### config.mk
export PLATFORM = sky130hd
export DESIGN_NAME = daq_word_timestamp_decoder_top
export DESIGN_NICKNAME = d
export VERILOG_FILES = /design/src/rtl/dwts_pkg.sv /design/src/rtl/dwts_core.sv /design/src/rtl/daq_word_timestamp_decoder_top.sv
export VERILOG_INCLUDE_DIRS = /design/src /design/src/rtl
export SDC_FILE = /design/constraint.sdc
export NUM_CORES = 1
export LEC_CHECK = 0
export BUFFER_PORTS_ARGS = -buffer_cell sky130_fd_sc_hd__clkbuf_2
export CELL_PAD_IN_SITES_DETAIL_PLACEMENT = 0
export CELL_PAD_IN_SITES_GLOBAL_PLACEMENT = 1
export CORE_UTILIZATION = 30
export CTS_CLUSTER_DIAMETER = 80
export DETAILED_ROUTE_END_ITERATION = 10
export PLACE_DENSITY = 0.66
export SLEW_MARGIN = 10
export SYNTH_ARGS = -nofsm -noshare
export SYNTH_HDL_FRONTEND = slang
export SYNTH_SLANG_ARGS = --single-unit
export TNS_END_PERCENT = 50
### constraint.sdc
create_clock -name clk_i -period 26.9 [get_ports clk_i]
set_input_delay 1.345 -clock clk_i [delete_from_list [all_inputs] [get_ports clk_i]]
set_output_delay 1.345 -clock clk_i [all_outputs]
set_load 0.01 [all_outputs]
### src/rtl/assert_macros.svh
// Assertion helpers used by the RTL.
`ifndef ASSERT_MACROS_SVH
`define ASSERT_MACROS_SVH

// Property must hold at every clock edge outside reset.
`define DWTS_ASSERT(name, clk, rst_n, prop) \
  name: assert property (@(posedge clk) disable iff (!rst_n) (prop)) \
    else $error("dwts assertion failed");

// Expression must never be true outside reset.
`define DWTS_NEVER(name, clk, rst_n, expr) \
  name: assert property (@(posedge clk) disable iff (!rst_n) !(expr)) \
    else $error("dwts forbidden condition seen");

`endif

### src/rtl/dwts_pkg.sv
package dwts_pkg;

  localparam logic [31:0] SyncMask = 32'hC0F0_0000;
  localparam logic [31:0] Sync48   = 32'h8040_0000;
  localparam logic [31:0] Sync63   = 32'h8050_0000;

  // Word class from bits 31:30.
  localparam logic [1:0] TopUnknown = 2'b00;
  localparam logic [1:0] TopWave    = 2'b01;
  localparam logic [1:0] TopInfo    = 2'b10;
  localparam logic [1:0] TopAdc     = 2'b11;

  typedef enum logic [2:0] {
    KIND_ADC     = 3'd0,
    KIND_VERNIER = 3'd1,
    KIND_INFO    = 3'd2,
    KIND_WAVE    = 3'd3,
    KIND_UNKNOWN = 3'd4
  } kind_e;

  typedef enum logic [1:0] {
    PH_DATA      = 2'd0,
    PH_TIME      = 2'd1,
    PH_MARK_MID  = 2'd2,
    PH_MARK_TIME = 2'd3
  } phase_e;

  typedef struct packed {
    logic [31:0] in_word;
    logic        block_start;
  } in_item_t;

  typedef struct packed {
    logic [63:0] timestamp;
    logic [31:0] raw_word;
    logic [27:0] time_lo;
    kind_e       kind;
    logic [6:0]  module_number;
    logic [5:0]  channel;
    logic [15:0] payload;
    logic        veto;
    logic [3:0]  info_code;
    logic [19:0] info_field;
  } out_item_t;

  // Split one data word into its fields, stamped with the running time.
  function automatic out_item_t dwts_decode(input logic [31:0] w,
                                            input logic [27:0] lt,
                                            input logic [63:0] ts);
    out_item_t r;
    r               = '0;
    r.timestamp     = {ts[63:28], lt};
    r.raw_word      = w;
    r.time_lo       = lt;
    r.kind          = KIND_UNKNOWN;
    case (w[31:30])
      TopAdc: begin
        r.module_number = 7'(w[27:22]) + 7'd1;
        r.channel       = w[21:16];
        r.payload       = w[15:0];
        r.kind          = w[29] ? KIND_VERNIER : KIND_ADC;
        r.veto          = w[28];
      end
      TopWave: begin
        r.module_number = 7'(w[27:22]) + 7'd1;
        r.channel       = w[21:16];
        r.payload       = w[15:0];
        r.kind          = KIND_WAVE;
      end
      TopInfo: begin
        r.kind          = KIND_INFO;
        r.module_number = 7'(w[29:24]) + 7'd1;
        r.info_code     = w[23:20];
        r.info_field    = w[19:0];
      end
      TopUnknown: begin
        r.kind = KIND_UNKNOWN;
      end
      default: begin
        r.kind = KIND_UNKNOWN;
      end
    endcase
    return r;
  endfunction

endpackage

### src/rtl/dwts_core.sv
`include "assert_macros.svh"

module dwts_core
  import dwts_pkg::*;
(
  input  logic      clk_i,
  input  logic      rst_ni,
  input  logic      step_i,
  input  in_item_t  item_i,
  input  logic      sync_en_i,
  output logic      res_valid_o,
  output out_item_t res_o
);

  phase_e      phase_q, phase_d;
  logic [14:0] skip_q, skip_d;
  logic [31:0] held_word_q, held_word_d;
  logic [31:0] held_marker_q, held_marker_d;
  logic [63:0] ts_q, ts_d;

  phase_e      eff_phase;
  logic [14:0] eff_skip;
  logic [27:0] lt;
  logic        is_sync63;
  logic        is_sync48;
  logic        skip_step;
  logic        first_step;
  logic        mark_close;

  // A block start drops any half-formed pair, marker or skip.
  assign eff_phase = item_i.block_start ? PH_DATA : phase_q;
  assign eff_skip  = item_i.block_start ? 15'd0 : skip_q;
  assign lt        = item_i.in_word[27:0];
  assign is_sync63 = (held_word_q & SyncMask) == Sync63;
  assign is_sync48 = (held_word_q & SyncMask) == Sync48;

  // Next state.
  always_comb begin
    phase_d       = phase_q;
    skip_d        = skip_q;
    held_word_d   = held_word_q;
    held_marker_d = held_marker_q;
    ts_d          = ts_q;
    if (step_i) begin
      phase_d = eff_phase;
      skip_d  = eff_skip;
      if (eff_skip != 15'd0) begin
        skip_d = eff_skip - 15'd1;
      end else begin
        case (eff_phase)
          PH_DATA: begin
            held_word_d = item_i.in_word;
            phase_d     = PH_TIME;
          end
          PH_TIME: begin
            phase_d = PH_DATA;
            if (is_sync63) begin
              phase_d = PH_MARK_MID;
            end else if (is_sync48) begin
              ts_d = {ts_q[63:48], held_word_q[19:0], lt};
            end else if (held_word_q[31:30] == TopWave) begin
              skip_d = held_word_q[15:1];
            end
          end
          PH_MARK_MID: begin
            held_marker_d = item_i.in_word;
            phase_d       = PH_MARK_TIME;
          end
          PH_MARK_TIME: begin
            ts_d    = {held_word_q[15:0], held_marker_q[19:0], lt};
            phase_d = PH_DATA;
          end
          default: begin
            phase_d = PH_DATA;
          end
        endcase
      end
    end
  end

  // Outputs.
  always_comb begin
    res_valid_o = 1'b0;
    res_o       = dwts_decode(held_word_q, lt, ts_q);
    if (step_i && (eff_skip == 15'd0)) begin
      case (eff_phase)
        PH_TIME: begin
          res_valid_o = (is_sync63 || is_sync48) ? sync_en_i : 1'b1;
        end
        PH_MARK_TIME: begin
          res_o       = dwts_decode(held_marker_q, lt, ts_q);
          res_valid_o = sync_en_i;
        end
        PH_DATA, PH_MARK_MID: begin
          res_valid_o = 1'b0;
        end
        default: begin
          res_valid_o = 1'b0;
        end
      endcase
    end
  end

  always_ff @(posedge clk_i or negedge rst_ni) begin
    if (!rst_ni) begin
      phase_q       <= PH_DATA;
      skip_q        <= '0;
      held_word_q   <= '0;
      held_marker_q <= '0;
      ts_q          <= '0;
    end else begin
      phase_q       <= phase_d;
      skip_q        <= skip_d;
      held_word_q   <= held_word_d;
      held_marker_q <= held_marker_d;
      ts_q          <= ts_d;
    end
  end

  assign skip_step  = step_i && (eff_skip != 15'd0);
  assign first_step = step_i && ((eff_phase == PH_DATA) || (eff_phase == PH_MARK_MID));
  assign mark_close = step_i && (eff_skip == 15'd0) && (eff_phase == PH_MARK_TIME);

  `DWTS_NEVER(a_no_res_in_skip, clk_i, rst_ni, skip_step && res_valid_o)
  `DWTS_NEVER(a_no_res_on_data, clk_i, rst_ni, first_step && res_valid_o)
  `DWTS_ASSERT(a_marker_sets_ts, clk_i, rst_ni, mark_close |=> ts_q[27:0] == $past(lt))
  `DWTS_ASSERT(a_marker_ends, clk_i, rst_ni, mark_close |=> phase_q == PH_DATA)

endmodule

### src/rtl/daq_word_timestamp_decoder_top.sv
// Readout word decoder with a running 64-bit timestamp.
// Input channel: in_valid_i / in_stall_o carry one raw 32-bit word and a
// block start flag per transfer. Words pair up as data word plus time word;
// each completed pair yields at most one decoded result on the output
// channel out_valid_o / out_stall_i. Sample words after a waveform header
// and the first word of every pair yield no result.
// Configuration: cfg_we_i writes cfg_wdata_i into the sync output enable;
// write it only while the block is idle.
// A result is loaded into the result register when its word advances out of
// the input register. Throughput: one word per cycle while no stall holds the
// result register; the single decode stage sits between the two registers.
// Stall: the result register holds its transfer while out_stall_i is high;
// at most one further input word is taken into the input register, then
// in_stall_o rises until the result is taken.
// Reset: clears the pairing phase, skip count, timestamp, the enable and
// both valid flags.
module daq_word_timestamp_decoder_top
  import dwts_pkg::*;
(
  input  logic      clk_i,
  input  logic      rst_ni,
  input  logic      in_valid_i,
  output logic      in_stall_o,
  input  in_item_t  in_data_i,
  output logic      out_valid_o,
  input  logic      out_stall_i,
  output out_item_t out_data_o,
  input  logic      cfg_we_i,
  input  logic      cfg_wdata_i
);

  logic      in_valid_q, in_valid_d;
  in_item_t  in_item_q;
  logic      out_valid_q, out_valid_d;
  out_item_t out_item_q;
  logic      sync_en_q;

  logic      in_xfer;
  logic      advance;
  logic      res_valid;
  out_item_t res;

  // Advance the held word whenever the result register is free or draining.
  assign advance    = in_valid_q && (!out_valid_q || !out_stall_i);
  assign in_stall_o = in_valid_q && !advance;
  assign in_xfer    = in_valid_i && !in_stall_o;

  dwts_core u_core (
    .clk_i       (clk_i),
    .rst_ni      (rst_ni),
    .step_i      (advance),
    .item_i      (in_item_q),
    .sync_en_i   (sync_en_q),
    .res_valid_o (res_valid),
    .res_o       (res)
  );

  always_comb begin
    in_valid_d = in_valid_q;
    if (in_xfer) begin
      in_valid_d = 1'b1;
    end else if (advance) begin
      in_valid_d = 1'b0;
    end
  end

  always_comb begin
    out_valid_d = out_valid_q;
    if (advance) begin
      out_valid_d = res_valid;
    end else if (out_valid_q && !out_stall_i) begin
      out_valid_d = 1'b0;
    end
  end

  always_ff @(posedge clk_i or negedge rst_ni) begin
    if (!rst_ni) begin
      in_valid_q  <= 1'b0;
      out_valid_q <= 1'b0;
      sync_en_q   <= 1'b0;
    end else begin
      in_valid_q  <= in_valid_d;
      out_valid_q <= out_valid_d;
      if (cfg_we_i) begin
        sync_en_q <= cfg_wdata_i;
      end
    end
  end

  // Payload registers: load on transfer, hold otherwise.
  always_ff @(posedge clk_i) begin
    if (in_xfer) begin
      in_item_q <= in_data_i;
    end
    if (advance && res_valid) begin
      out_item_q <= res;
    end
  end

  assign out_valid_o = out_valid_q;
  assign out_data_o  = out_item_q;

endmodule

# [Word-level counts from Yosys, hierarchy flattened]
# Index checks and enable logic that the tools add are counted.
[op_classes] addsub=5 n_eq_ne=13 n_mux=34 bitwise_logic=2 n_reduce_logical=27
[ops] op="$mux 117" count=2
[ops] op="$pmux 64 s2" count=1
[ops] op="$mux 15" count=6
[ops] op="$mux 64" count=1
[ops] op="$mux 24" count=2
[ops] op="$mux 48" count=1
[ops] op="$mux 22" count=2
[ops] op="$add 6x1->7 const B" count=4
[ops] op="$pmux 7 s2" count=2
[ops] op="$pmux 3 s4" count=2
[ops] op="$logic_not 15->1" count=1
[ops] op="$reduce_bool 15->1" count=1
[ops] op="$sub 15x1->15 const B" count=1
[ops] op="$eq 2x2->1 const B" count=6
[ops] op="$eq 6x6->1 const B" count=2
[ops] op="$mux 1" count=10
[ops] op="$pmux 2 s4" count=1
[ops] op="$eq 2x1->1 const B" count=3
[ops] op="$logic_and 1x1->1" count=6
[ops] op="$logic_not 2->1" count=3
[ops] op="$mux 2" count=3
[ops] op="$reduce_and 3->1" count=2
[ops] op="$reduce_bool 2->1" count=3
[ops] op="$reduce_or 2->1" count=3
[ops] op="other kinds (8)" count=13
[word_totals] register_bits=362 inputBits=39 output_inout_bits=183

# [Depth between registers and ports, before layout]
# Gate-level depths: netlist (run 1).
[logic_depth] word_depth=8 ltp_mapped=11 mapped_depth_nobuf=8

# [Hierarchy]
# Synthesis (run 1) repeated with hierarchy kept, for this count alone.
[hier_totals] hier_cells=968 hier_area_um2=14323.7
[by_module_without_submodules] module="dwts_core" instances=1 cells_each=741 area_each_um2=7762.4
[by_module_without_submodules] module="daq_word_timestamp_decoder_top" instances=1 cells_each=227 area_each_um2=6561.3

# [Worst setup path before layout (run 1)]
# Ideal clock, no wire load.
[synth_path] path_type="input to register" startpoint="input port out_stall_i" endpoint="register out_item_q (netlist bit out_data_o[0]) (enable)" t_arrival_ns=7.948 t_required_ns=26.262 setup_slack_ns=18.314 cell_stages=3 n_path_buf=0 path_cell_list="a21boi_1 > nand2_1 > nor3_2"
[synth_between] elab_chain_cells=6
[synth_rtl] item="start, declared" line_no="daq_word_timestamp_decoder_top.sv:26" text="input logic out_stall_i,"
[synth_rtl] item="$logic_not 1->1 *" line_no="daq_word_timestamp_decoder_top.sv:44" text="assign advance = in_valid_q && (!out_valid_q || !out_stall_i);"
[synth_rtl] item="$logic_or 1x1->1 *" line_no="daq_word_timestamp_decoder_top.sv:44"
[synth_rtl] item="$logic_and 1x1->1 *" line_no="daq_word_timestamp_decoder_top.sv:44"
[synth_rtl] item="$logic_and 1x1->1" line_no="dwts_core.sv:85" text="if (step_i && (eff_skip == 15'd0)) begin"
[synth_rtl] item="$mux 1" line_no="dwts_core.sv:85"
[synth_rtl] item="$logic_and 1x1->1 *" line_no="daq_word_timestamp_decoder_top.sv:95" text="if (advance && res_valid) begin"
[synth_rtl] item="end signal, assigned" line_no="daq_word_timestamp_decoder_top.sv:96" text="out_item_q <= res;"
[synth_rtl] item="end, declared" line_no="daq_word_timestamp_decoder_top.sv:35" text="out_item_t out_item_q;"
# Every way passes the cells marked *; elsewhere a longest branch is shown, timed or not.
# A chain may end at the register's enable or synchronous reset.

# [Worst setup path in the final report (run 1)]
[layout_path] startpoint="register in_item_q[0] (netlist bit)" endpoint="register out_item_q (netlist bit out_data_o[133]) (enable)"
[layout_between] elab_chain_cells=6 word_cells_on_any_way=12 cone_classes="eq/ne: 3; mux: 4; reduce/logical: 5"
[layout_rtl] item="start, declared" line_no="daq_word_timestamp_decoder_top.sv:33" text="in_item_t in_item_q;"
[layout_rtl] item="start signal, assigned" line_no="daq_word_timestamp_decoder_top.sv:93" text="in_item_q <= in_data_i;"
[layout_rtl] item="$mux 2" line_no="dwts_core.sv:31" text="assign eff_phase = item_i.block_start ? PH_DATA : phase_q;"
[layout_rtl] item="$eq 2x2->1 or $logic_not 2->1 (tied branches)"
[layout_rtl] item="$reduce_or 2->1" line_no="dwts_core.sv:86" text="case (eff_phase)"
[layout_rtl] item="$pmux 1 s3" line_no="dwts_core.sv:86"
[layout_rtl] item="$mux 1 *" line_no="dwts_core.sv:85"
[layout_rtl] item="$logic_and 1x1->1 *" line_no="daq_word_timestamp_decoder_top.sv:95"
# Marked as above.

==> impl_metrics.csv, run 1 <==
group,metric,value,unit
yosys,post-synth-top-area-cell,"edfxtp_1",
die,row_count,76,
yosys,synth.top_cells.by_area,"edfxtp_1 42%, dfrtp_1 23%, nand2_1 5.6%, nand3_1 3.9%, mux2_4 3.4%",
power,p_leak,0.00702,µW
yosys,synth_area,0.0132,mm²
clock_tree,tritoncts,"built",
die,initial_core_utilization,30.6,%
yosys,number_of_synthesized_register_bits,306,
layout,utilization,36.8,%
yosys,synth_nets,1108,
routing,via_count,8798,
layout,filler_cell_count,4177,
yosys,synth-main-ff-cell,"edfxtp_1",
die,num_io_pins,222,
layout,final_antenna_diode_count,0,
clock_tree,cts-resized-gates,0,
global_routing,grt_pass1_vias,8462,
clock_tree,post_cts_hold_buffer_count,0,
global_routing,globalRoute.totalOverflow,0,
global_routing,antenna_found_initial,1,
critical_path,critPathKind,"flop to flop",
clock_tree,cts-buffers-inserted,36,
critical_path,critical_path_arrival,4.17,ns
clock_tree,htreeDepth,2,
critical_path,path_cells,"nand2b_1 > ha_1 > nand2b_1 > o41ai_4 > nand2_1 > nor3_4 > buf_4",
timing,final_period_minus_worst_setup_slack,4.02,ns
placement,port-buffer-count,221,
die,floorplan.core_area,0.0433,mm²
timing,slew_viol_final,0,
layout,most_common_cell_after_layout_fill_and_taps_aside,"clkbuf_2",
global_routing,grt_first_pass_wirelength,52600,µm
routing,drt_wl_total,34900,µm
yosys,synth-edff-count,186,
clock_tree,cts_root_buffer,"clkbuf_16",
yosys,post_syn_instances,1056,
timing,timing_worst_slew_pin_value,1.14,ns
outcome,status,"complete, no violations",
timing,clock.fmax,0.249,GHz
yosys,synth.avg_cell_area,12.5,µm²
critical_path,worst_setup_path_start_kind,"flop",
critical_path,worst_path_max_delay_cell,"edfxtp_1",
die,die_y,212,µm
die,fp.dieW,212,µm
global_routing,grt_start_max_net_pins,73,
job,cap_viol_max_count,0,
timing,fin_worst_hold_slack,0.437,ns
placement,hpwlAfterDp,22300,µm
yosys,synthArstFlopShare,39.2,%
timing,final-hold-violation-count,0,
timing,slew_headroom,23.9,%
critical_path,timing.critical_path.to_type,"flop",
worst_hold_path,min-delay-path-class,"flop to flop",
clock_tree,cts_sink_cnt,306,
yosys,ys.warnings.count,0,
timing,finalSetupViolCount,0,
layout,drive_gt1_share,30.1,%
timing,final.period_utilization,14.9,%
placement,routabilityCongestion,0.793,
critical_path,critPathMostFrequentCell,"nand2b_1",
critical_path,timing.critical_path.max_delay_family,"simple AND/OR/NAND/NOR gates",
power,power-per-cell-area,89.3,mW/mm²
yosys,yosysTopAreaCellShare,42.2,%
clock_tree,cts.repair_timing.setup_buffer_count,0,
power,max-vdd-ir-drop,38.4,µV
global_routing,global_route_usage_over_all_layers,15.6,%
routing,avgViaCountPerCell,4.75,
critical_path,critical_path_fanouts_max,72,
routing,dr.pass1.iters,5,
timing,setup_total_negative_slack,0,ns
clock_tree,max-clock-path-buffers,3,
routing,residual_drc,0,
routing,ant_nets,0,
routing,drt_iter0_markers,719,
critical_path,critical_path.max_stage_delay,0.91,ns
yosys,ys_types,67,
timing,rsz_0062_raised_after_global_routing,"false",
layout,layout.nets,1292,
clock_tree,clkLatencyLatePin,0.55,ns
layout,flow.area_growth_from_synthesis,20.4,%
die,die-area,0.0450,mm²
layout,final_cell_mix,"220 x clkbuf_2, 199 x nand2_1, 186 x edfxtp_1",
yosys,ys_seq_area_share,64.9,%
timing,skew,0.0223,ns
routing,wl_per_cell,18.9,µm
clock_tree,clk_pin_slew,0.06,ns
critical_path,worst_path_bufs_invs,1,
critical_path,required,27.05,ns
## state kept, by name (all words and copies together), names as in the netlist, 2 cells and up
name and flops:
u_core.skip_q 15, u_core.phase_q 2, u_core.ts_q 36, in_item_q 33, u_core.held_word_q 32, u_core.held_marker_q 32, out_data_o 153
## Yosys cell counts, types with 3 or more instances
| cell type | number |
|---|---|
| nand2_1 | 199 |
| edfxtp_1 | 186 |
| dfrtp_1 | 120 |
| nand3_1 | 102 |
| a21oi_1 | 48 |
| nor2_1 | 39 |
| mux2_2 | 37 |
| clkbuf_1 | 35 |
| mux2i_1 | 31 |
| mux2_4 | 30 |
| o21ai_0 | 30 |
| buf_4 | 28 |
| buf_2 | 20 |
| ha_1 | 13 |
| nor3_1 | 13 |
| inv_1 | 12 |
| nand2b_1 | 11 |
| a211oi_1 | 8 |
| nor3b_1 | 6 |
| a311oi_1 | 4 |
| buf_1 | 4 |
| nand3b_1 | 4 |
| nor2b_1 | 4 |
| or2_2 | 4 |
| a21o_1 | 3 |
| buf_6 | 3 |
| nor4_1 | 3 |
| nor4_4 | 3 |
| or4_1 | 3 |
| xnor2_1 | 3 |
## per-stage QoR
step,instance area [µm²],setup WS (ns),instances,power [µW]
after floorplan,13200,18.31,1056,846
after global placement,14700,23.03,1787,936
after detailed placement,14700,22.94,1787,943
after CTS,15900,22.90,1853,1440
after global routing,15900,22.59,1853,1500
final,15900,22.88,1853,1420
## path summary, 6_finish.rpt
check                                 from  slack, ns                  endpoint  cells past startpoint
min in group asynchronous           rst_ni       0.74  u_core.held_marker_q[25]                      1
max reg2reg                   in_item_q[0]      22.88           out_data_o[133]                      7
min                        u_core.ts_q[31]       0.44           out_data_o[148]                      0
min reg2reg                u_core.ts_q[31]       0.44           out_data_o[148]                      0
max                           in_item_q[0]      22.88           out_data_o[133]                      7
max in group asynchronous           rst_ni      24.79   u_core.held_marker_q[1]                      2
## worst register-to-register path: cells and delay by family, from the launching register on
| kind | cells | cell delay (ns) |
|---|---|---|
| adders and majority gates | 1 | 0.19 |
| DFF | 1 | 0.91 |
| and+or+nand+nor | 4 | 1.04 |
| AOI/OAI and AO/OA | 1 | 0.66 |
| buffers and inverters | 1 | 0.78 |
## power breakdown
part           total (µW)  internal, µW  leakage (µW)  switching, µW
Clock                 493           295      0.000588            198
Combinational         268           123       0.00314            146
Sequential            662           578       0.00329           84.1
Total                1420           995       0.00702            428
## kinds of logic after synthesis
| family | share of synthesized area, % |
|---|---|
| mux | 9.07 |
| simple gates | 14.8 |
| flops | 64.9 |
| xor+xnor | 0.265 |
| compound gates | 5.76 |
| buf+inv | 4.05 |
| fa+ha+maj | 1.23 |
## per-layer routing
layer | GRT usage, % | vias up | share of wire, %
met4 | 4.62 | 2 | 2.1
li1 | - | 4127 | -
met2 | 24.4 | 246 | 47
met1 | 21.5 | 4376 | 46
met3 | 3.77 | 47 | 5.8
met5 | 0 | - | 0.037
## final cells by class
class | count | area (µm²) | area share (%)
Timing Repair Buffer | 236 | 1220 | 7.69
Multi-Input combinational cell | 648 | 4140 | 26.0
Clock inverter | 19 | 199 | 1.25
Inverter | 12 | 45.0 | 0.283
Tap cell | 585 | 732 | 4.59
Sequential cell | 306 | 8590 | 53.9
Clock buffer | 47 | 1000 | 6.31
No activity file was read; power rests on OpenSTA's default activity.
==> run 2, diff against run 1 <==
clock period = 3.7 ns   (was 26.9 ns; I/O delays follow)
==> impl_metrics.csv, run 2 (synthesis results as in run 1) <==
group,metric,value,unit
clock_tree,cts-resized-gates,0,
critical_path,r2r_slack,0.81,ns
job,cap_viol_max_count,0,
layout,drive_gt1_share,30.0,%
die,initial_core_utilization,30.6,%
routing,ant_nets,0,
power,p_leak,0.00728,µW
timing,finalSetupViolCount,0,
die,row_count,76,
routing,dr.pass1.iters,5,
clock_tree,cts.repair_timing.setup_buffer_count,0,
timing,rsz_0062_raised_after_global_routing,"false",
clock_tree,max-clock-path-buffers,3,
die,num_io_pins,222,
critical_path,critPathKind,"flop to flop",
clock_tree,htreeDepth,2,
timing,final-hold-violation-count,0,
placement,port-buffer-count,221,
clock_tree,clkLatencyLatePin,0.54,ns
layout,filler_cell_count,4201,
critical_path,path_cells,"inv_1 > ha_2 > nor4bb_1 > a21oi_1 > nor4_4 > buf_4 > nor2_1 > a21oi_1",
global_routing,antenna_found_initial,1,
critical_path,worst_path_bufs_invs,2,
power,max-vdd-ir-drop,254,µV
critical_path,critPathMostFrequentCell,"a21oi_1",
timing,final_period_minus_worst_setup_slack,2.89,ns
critical_path,worst_setup_path_start_kind,"flop",
layout,flow.area_growth_from_synthesis,24.8,%
placement,dpl_worst_slack,0.752,ns
layout,layout.nets,1338,
critical_path,critical_path_arrival,3.34,ns
die,die-area,0.0450,mm²
timing,final.period_utilization,78.0,%
layout,final_cell_mix,"220 x clkbuf_2, 198 x nand2_1, 186 x edfxtp_1",
critical_path,timing.critical_path.to_type,"flop",
global_routing,grt_start_max_net_pins,96,
layout,number_of_flip_flops_under_the_largest_register_name,153,
timing,slew_headroom,22.8,%
critical_path,required,4.15,ns
critical_path,timing.critical_path.max_delay_family,"simple AND/OR/NAND/NOR gates",
global_routing,grt_first_pass_wirelength,53800,µm
timing,finalWorstSetupSlack,0.814,ns
routing,residual_drc,0,
clock_tree,cts_sink_cnt,306,
critical_path,worst_r2r_startpoint,"u_core.held_word_q[30]",
global_routing,grt_pass1_vias,8853,
timing,clock.fmax,0.346,GHz
placement,hpwlAfterDp,22500,µm
placement,routabilityCongestion,0.841,
timing,fin_worst_hold_slack,0.176,ns
placement,placedInstanceArea,0.0148,mm²
die,die_y,212,µm
layout,final_antenna_diode_count,0,
clock_tree,clk_pin_slew,0.06,ns
power,power-per-cell-area,647,mW/mm²
layout,design_area,0.0165,mm²
timing,timing_worst_slew_pin_value,1.16,ns
global_routing,global_route_usage_over_all_layers,15.9,%
critical_path,worst_path_max_delay_cell,"nor4bb_1",
die,floorplan.core_area,0.0433,mm²
routing,via_count,8986,
routing,drt_wl_total,35300,µm
clock_tree,cts_root_buffer,"clkbuf_16",
clock_tree,tritoncts,"built",
timing,skew,0.0109,ns
outcome,status,"complete, no violations",
routing,wl_per_cell,18.6,µm
timing,slew_viol_final,0,
routing,avgViaCountPerCell,4.74,
critical_path,r2r_end,"u_core.ts_q[38]",
global_routing,globalRoute.totalOverflow,0,
routing,drt_iter0_markers,570,
critical_path,critical_path.max_stage_delay,0.76,ns
layout,most_common_cell_after_layout_fill_and_taps_aside,"clkbuf_2",
critical_path,r2r_cells,8,
critical_path,critical_path_fanouts_max,26,
die,fp.dieW,212,µm
clock_tree,cts-buffers-inserted,35,
worst_hold_path,min-delay-path-class,"primary input to async pin",
## run 2: cell types whose count changed in the layout (fill, tap and decap cells not counted), moves of 2 or more
cell and change:
clkinvlp_4 -2, dlygate4sd3_1 +39, buf_4 +4, bufinv_16 +5, clkbuf_1 -5, buf_12 +4, clkinv_8 -2
## run 2: worst max-delay path by stage
| stage | startpoint | slack (ns) | endpoint | cells after the start |
|---|---|---|---|---|
| after floorplan | u_core.skip_q[11] | -2.18 | out_data_o[0] | 4 |
| after global placement | u_core.held_word_q[30] | 0.81 | u_core.ts_q[45] | 8 |
| after detailed placement | u_core.held_word_q[30] | 0.75 | u_core.ts_q[38] | 8 |
| after CTS | u_core.held_word_q[30] | 0.72 | u_core.ts_q[38] | 8 |
| after global routing | u_core.held_word_q[30] | 0.42 | u_core.ts_q[29] | 8 |
| final | u_core.held_word_q[30] | 0.81 | u_core.ts_q[38] | 8 |
## run 2: through the flow
stage | total power (µW) | instances | util, % | setup TNS, ns
after floorplan | 6150 | 1056 | - | -334.89
after global placement | 6820 | 1795 | 34.3 | 0
after detailed placement | 6870 | 1795 | 34.3 | 0
after CTS | 10800 | 1897 | 38.2 | 0
after global routing | 11200 | 1897 | 38.2 | 0
final | 10700 | 1897 | 38.2 | 0
## run 2: timing repair
action                                  in CTS  in global routing
hold endpoints to repair                    89                  0
endpoints found under the setup margin       0                  0
hold buffers                                39                  0
## run 2: routing by layer
| layer | GRT usage, % | part of all wire (%) |
|---|---|---|
| met3 | 2.90 | 5.1 |
| met2 | 25.3 | 47 |
| met4 | 5.75 | 2.4 |
| met1 | 21.5 | 45 |
| met5 | 0 | 0.048 |
## run 2: cell type report
type	count	area (µm²)	share of cell area [%]
inverter	12	45.0	0.273
multi-input combinational	648	4150	25.1
sequential	306	8590	52.0
clock buffer	41	961	5.82
clock inverter	22	317	1.92
tap	585	732	4.43
timing repair buffer	283	1730	10.4
## run 2: power breakdown
part	internal [µW]	switching, µW
registers	4200	594
logic	943	1090
clock network	2420	1430
total	7570	3110
==> run 3, diff against run 2 <==
ABC_AREA = 1   (was default)
PLACE_DENSITY = 0.67   (was 0.66)
clock period = 2.99 ns   (was 3.7 ns; I/O delays follow)
==> impl_metrics.csv, run 3 <==
group,metric,value,unit
routing,drt_iter0_markers,599,
yosys,synth_common_cells,"320 x nand2_1, 186 x edfxtp_1, 123 x nor2_1, 120 x dfrtp_1, 108 x inv_1",
routing,dr.pass1.iters,5,
critical_path,timing.critical_path.to_type,"flop",
die,num_io_pins,222,
power,combinationalPowerShare,18.3,%
clock_tree,clk_pin_slew,0.06,ns
placement,routabilityCongestion,0.865,
die,row_count,76,
power,switching_share,29.8,%
yosys,synthArstFlopShare,39.2,%
critical_path,critical_path_arrival,3.02,ns
power,clock_power_share,37.8,%
clock_tree,cts_sink_cnt,306,
routing,avgViaCountPerCell,4.53,
yosys,ys.warnings.count,0,
layout,final_cell_mix,"317 x nand2_1, 220 x clkbuf_2, 186 x edfxtp_1",
clock_tree,cts_root_buffer,"clkbuf_16",
timing,rsz_0062_raised_after_global_routing,"true",
yosys,ys_types,32,
clock_tree,cts-buffers-inserted,35,
yosys,synth_area,0.0133,mm²
yosys,synth.top_cells.by_area,"edfxtp_1 42%, dfrtp_1 23%, nand2_1 9.1%, nor2_1 3.5%, nand3_1 3.4%",
power,p_leak,0.00745,µW
timing,finalSetupViolCount,0,
yosys,post-synth-top-area-cell,"edfxtp_1",
routing,ant_nets,0,
clock_tree,clkLatencyLatePin,0.55,ns
yosys,synth-edff-count,186,
timing,final.period_utilization,95.0,%
critical_path,required,3.17,ns
critical_path,r2r_end,"out_data_o[120]",
layout,most_common_cell_after_layout_fill_and_taps_aside,"nand2_1",
layout,number_of_flip_flops_under_the_largest_register_name,153,
timing,final_period_minus_worst_setup_slack,2.84,ns
layout,final_antenna_diode_count,0,
yosys,number_of_synthesized_register_bits,306,
power,netSwitchingPower,3660,µW
die,floorplan.core_area,0.0434,mm²
timing,slew_viol_final,0,
global_routing,grt_start_max_net_pins,98,
layout,layout.nets,1584,
timing,slew_headroom,35.1,%
power,power_frac_seq,43.9,%
global_routing,global_route_usage_over_all_layers,16.3,%
layout,flow.area_growth_from_synthesis,25.1,%
global_routing,grt_use_met2,26.1,%
placement,dpl_worst_slack,0.175,ns
layout,drive_gt1_share,23.4,%
power,internal_power,8610,µW
routing,residual_drc,0,
placement,hpwlAfterDp,24700,µm
critical_path,worst_r2r_startpoint,"in_item_q[0]",
timing,skew,0.0252,ns
clock_tree,tritoncts,"built",
job,cap_viol_max_count,0,
yosys,synth-main-ff-cell,"edfxtp_1",
placement,place.detailed.instances,2042,
critical_path,critical_path_fanouts_max,87,
timing,setup_total_negative_slack,0,ns
timing,finalWorstSetupSlack,0.149,ns
global_routing,grt_first_pass_wirelength,55400,µm
routing,wl_per_cell,17.0,µm
yosys,yosysTopAreaCellShare,42.1,%
routing,drt_wl_total,36400,µm
yosys,synth_nets,1343,
critical_path,r2r_cells,11,
clock_tree,cts.repair_timing.setup_buffer_count,0,
global_routing,grt_pass1_vias,9302,
die,fp.dieW,212,µm
die,die-area,0.0451,mm²
clock_tree,max-clock-path-buffers,3,
power,totalPowerFinal,12300,µW
global_routing,globalRoute.totalOverflow,0,
timing,timing_worst_slew_pin_value,0.974,ns
placement,port-buffer-count,221,
yosys,most_common_cell_in_the_netlist,"nand2_1",
layout,final_cells,2144,
global_routing,antenna_found_initial,0,
yosys,post_syn_instances,1291,
global_routing,gr-max-usage-layer,"met2",
routing,via_count,9720,
critical_path,critPathKind,"flop to flop",
worst_hold_path,min-delay-path-class,"primary input to async pin",
clock_tree,htreeDepth,2,
power,power-per-cell-area,740,mW/mm²
die,initial_core_utilization,30.6,%
yosys,ys_seq_area_share,64.7,%
yosys,synth.avg_cell_area,10.3,µm²
timing,final-hold-violation-count,0,
power,max-vdd-ir-drop,461,µV
timing,clock.fmax,0.352,GHz
critical_path,r2r_slack,0.15,ns
global_routing,use_met3,3.32,%
die,die_y,212,µm
global_routing,met1_usage,22.5,%
layout,filler_cell_count,4350,
critical_path,worst_setup_path_start_kind,"flop",
outcome,status,"complete, no violations",
run 3: worst max-delay path by stage:
stage,start,to
CTS,in_item_q[0],out_data_o[172]
detailed placement,in_item_q[0],out_data_o[120]
global route,in_item_q[0],out_data_o[172]
global placement,in_item_q[0],out_data_o[172]
finish,in_item_q[0],out_data_o[120]
floorplan,in_item_q[0],out_data_o[0]
run 3: area by class of cell:
cell class	count	area [µm²]	area share, %
clock inverter	17	280	1.69
clock buffer	47	981	5.91
inverter	111	417	2.51
tap	585	732	4.41
multi-input combinational	787	3770	22.7
timing repair buffer	291	1830	11.0
sequential	306	8590	51.8
run 3: layer usage:
layer	vias to the layer above	share of wire, %
met1	4664	47
met5	-	0
met2	261	46
met4	0	2.0
met3	42	4.9
li1	4753	-
run 3: critical path, cell delays in order (launching register included):
cell and delay (ns):
edfxtp_1 0.44, inv_2 0.25, nand2_1 0.20, nand2_1 0.08
nor2_2 0.20, nand2_1 0.12, nor2_4 0.15, nand2_4 0.07
nor2_4 0.12, inv_2 0.06, nor2_4 0.29, buf_16 0.39
run 3: power groups by stage:
stage	clock (µW)	sequential, µW	combinational [µW]
6_report	4640	5390	2240
2_1_floorplan	0	5330	1570
4_1_cts	4770	5380	2260
3_5_place_dp	0	5460	2210
5_1_grt	4930	5440	2580
3_3_place_gp	0	5460	2180
run 3: cell families (layout without fill, tap and decap cells):
logic type                 count (synthesis)  count (layout)  synth area share (%)
xor gates and xnor gates                   4               4                 0.264
buffers and inverters                    198             466                  7.26
AOI/OAI and AO/OA                        205             205                  8.82
adders and majority gates                 13              13                  1.23
muxes                                      1               1                0.0849
and+or+nand+nor                          564             564                  17.6
DFF                                      306             306                  64.7
run 3: metrics by stage:
step | hold slack (ns) | instance area [µm²] | utilization (%)
after floorplan | -0.146 | 13300 | -
after global placement | 0.326 | 14900 | 34.5
after detailed placement | 0.328 | 14900 | 34.5
after CTS | 0.273 | 16600 | 38.3
after global routing | 0.290 | 16600 | 38.3
final | 0.295 | 16600 | 38.3
run 3: timing repair:
action / CTS / global route
endpoints found under the hold margin: 131 / 0
gates resized for setup: 0 / 1
endpoints found under the setup margin: 0 / 86
hold buffers: 38 / 0
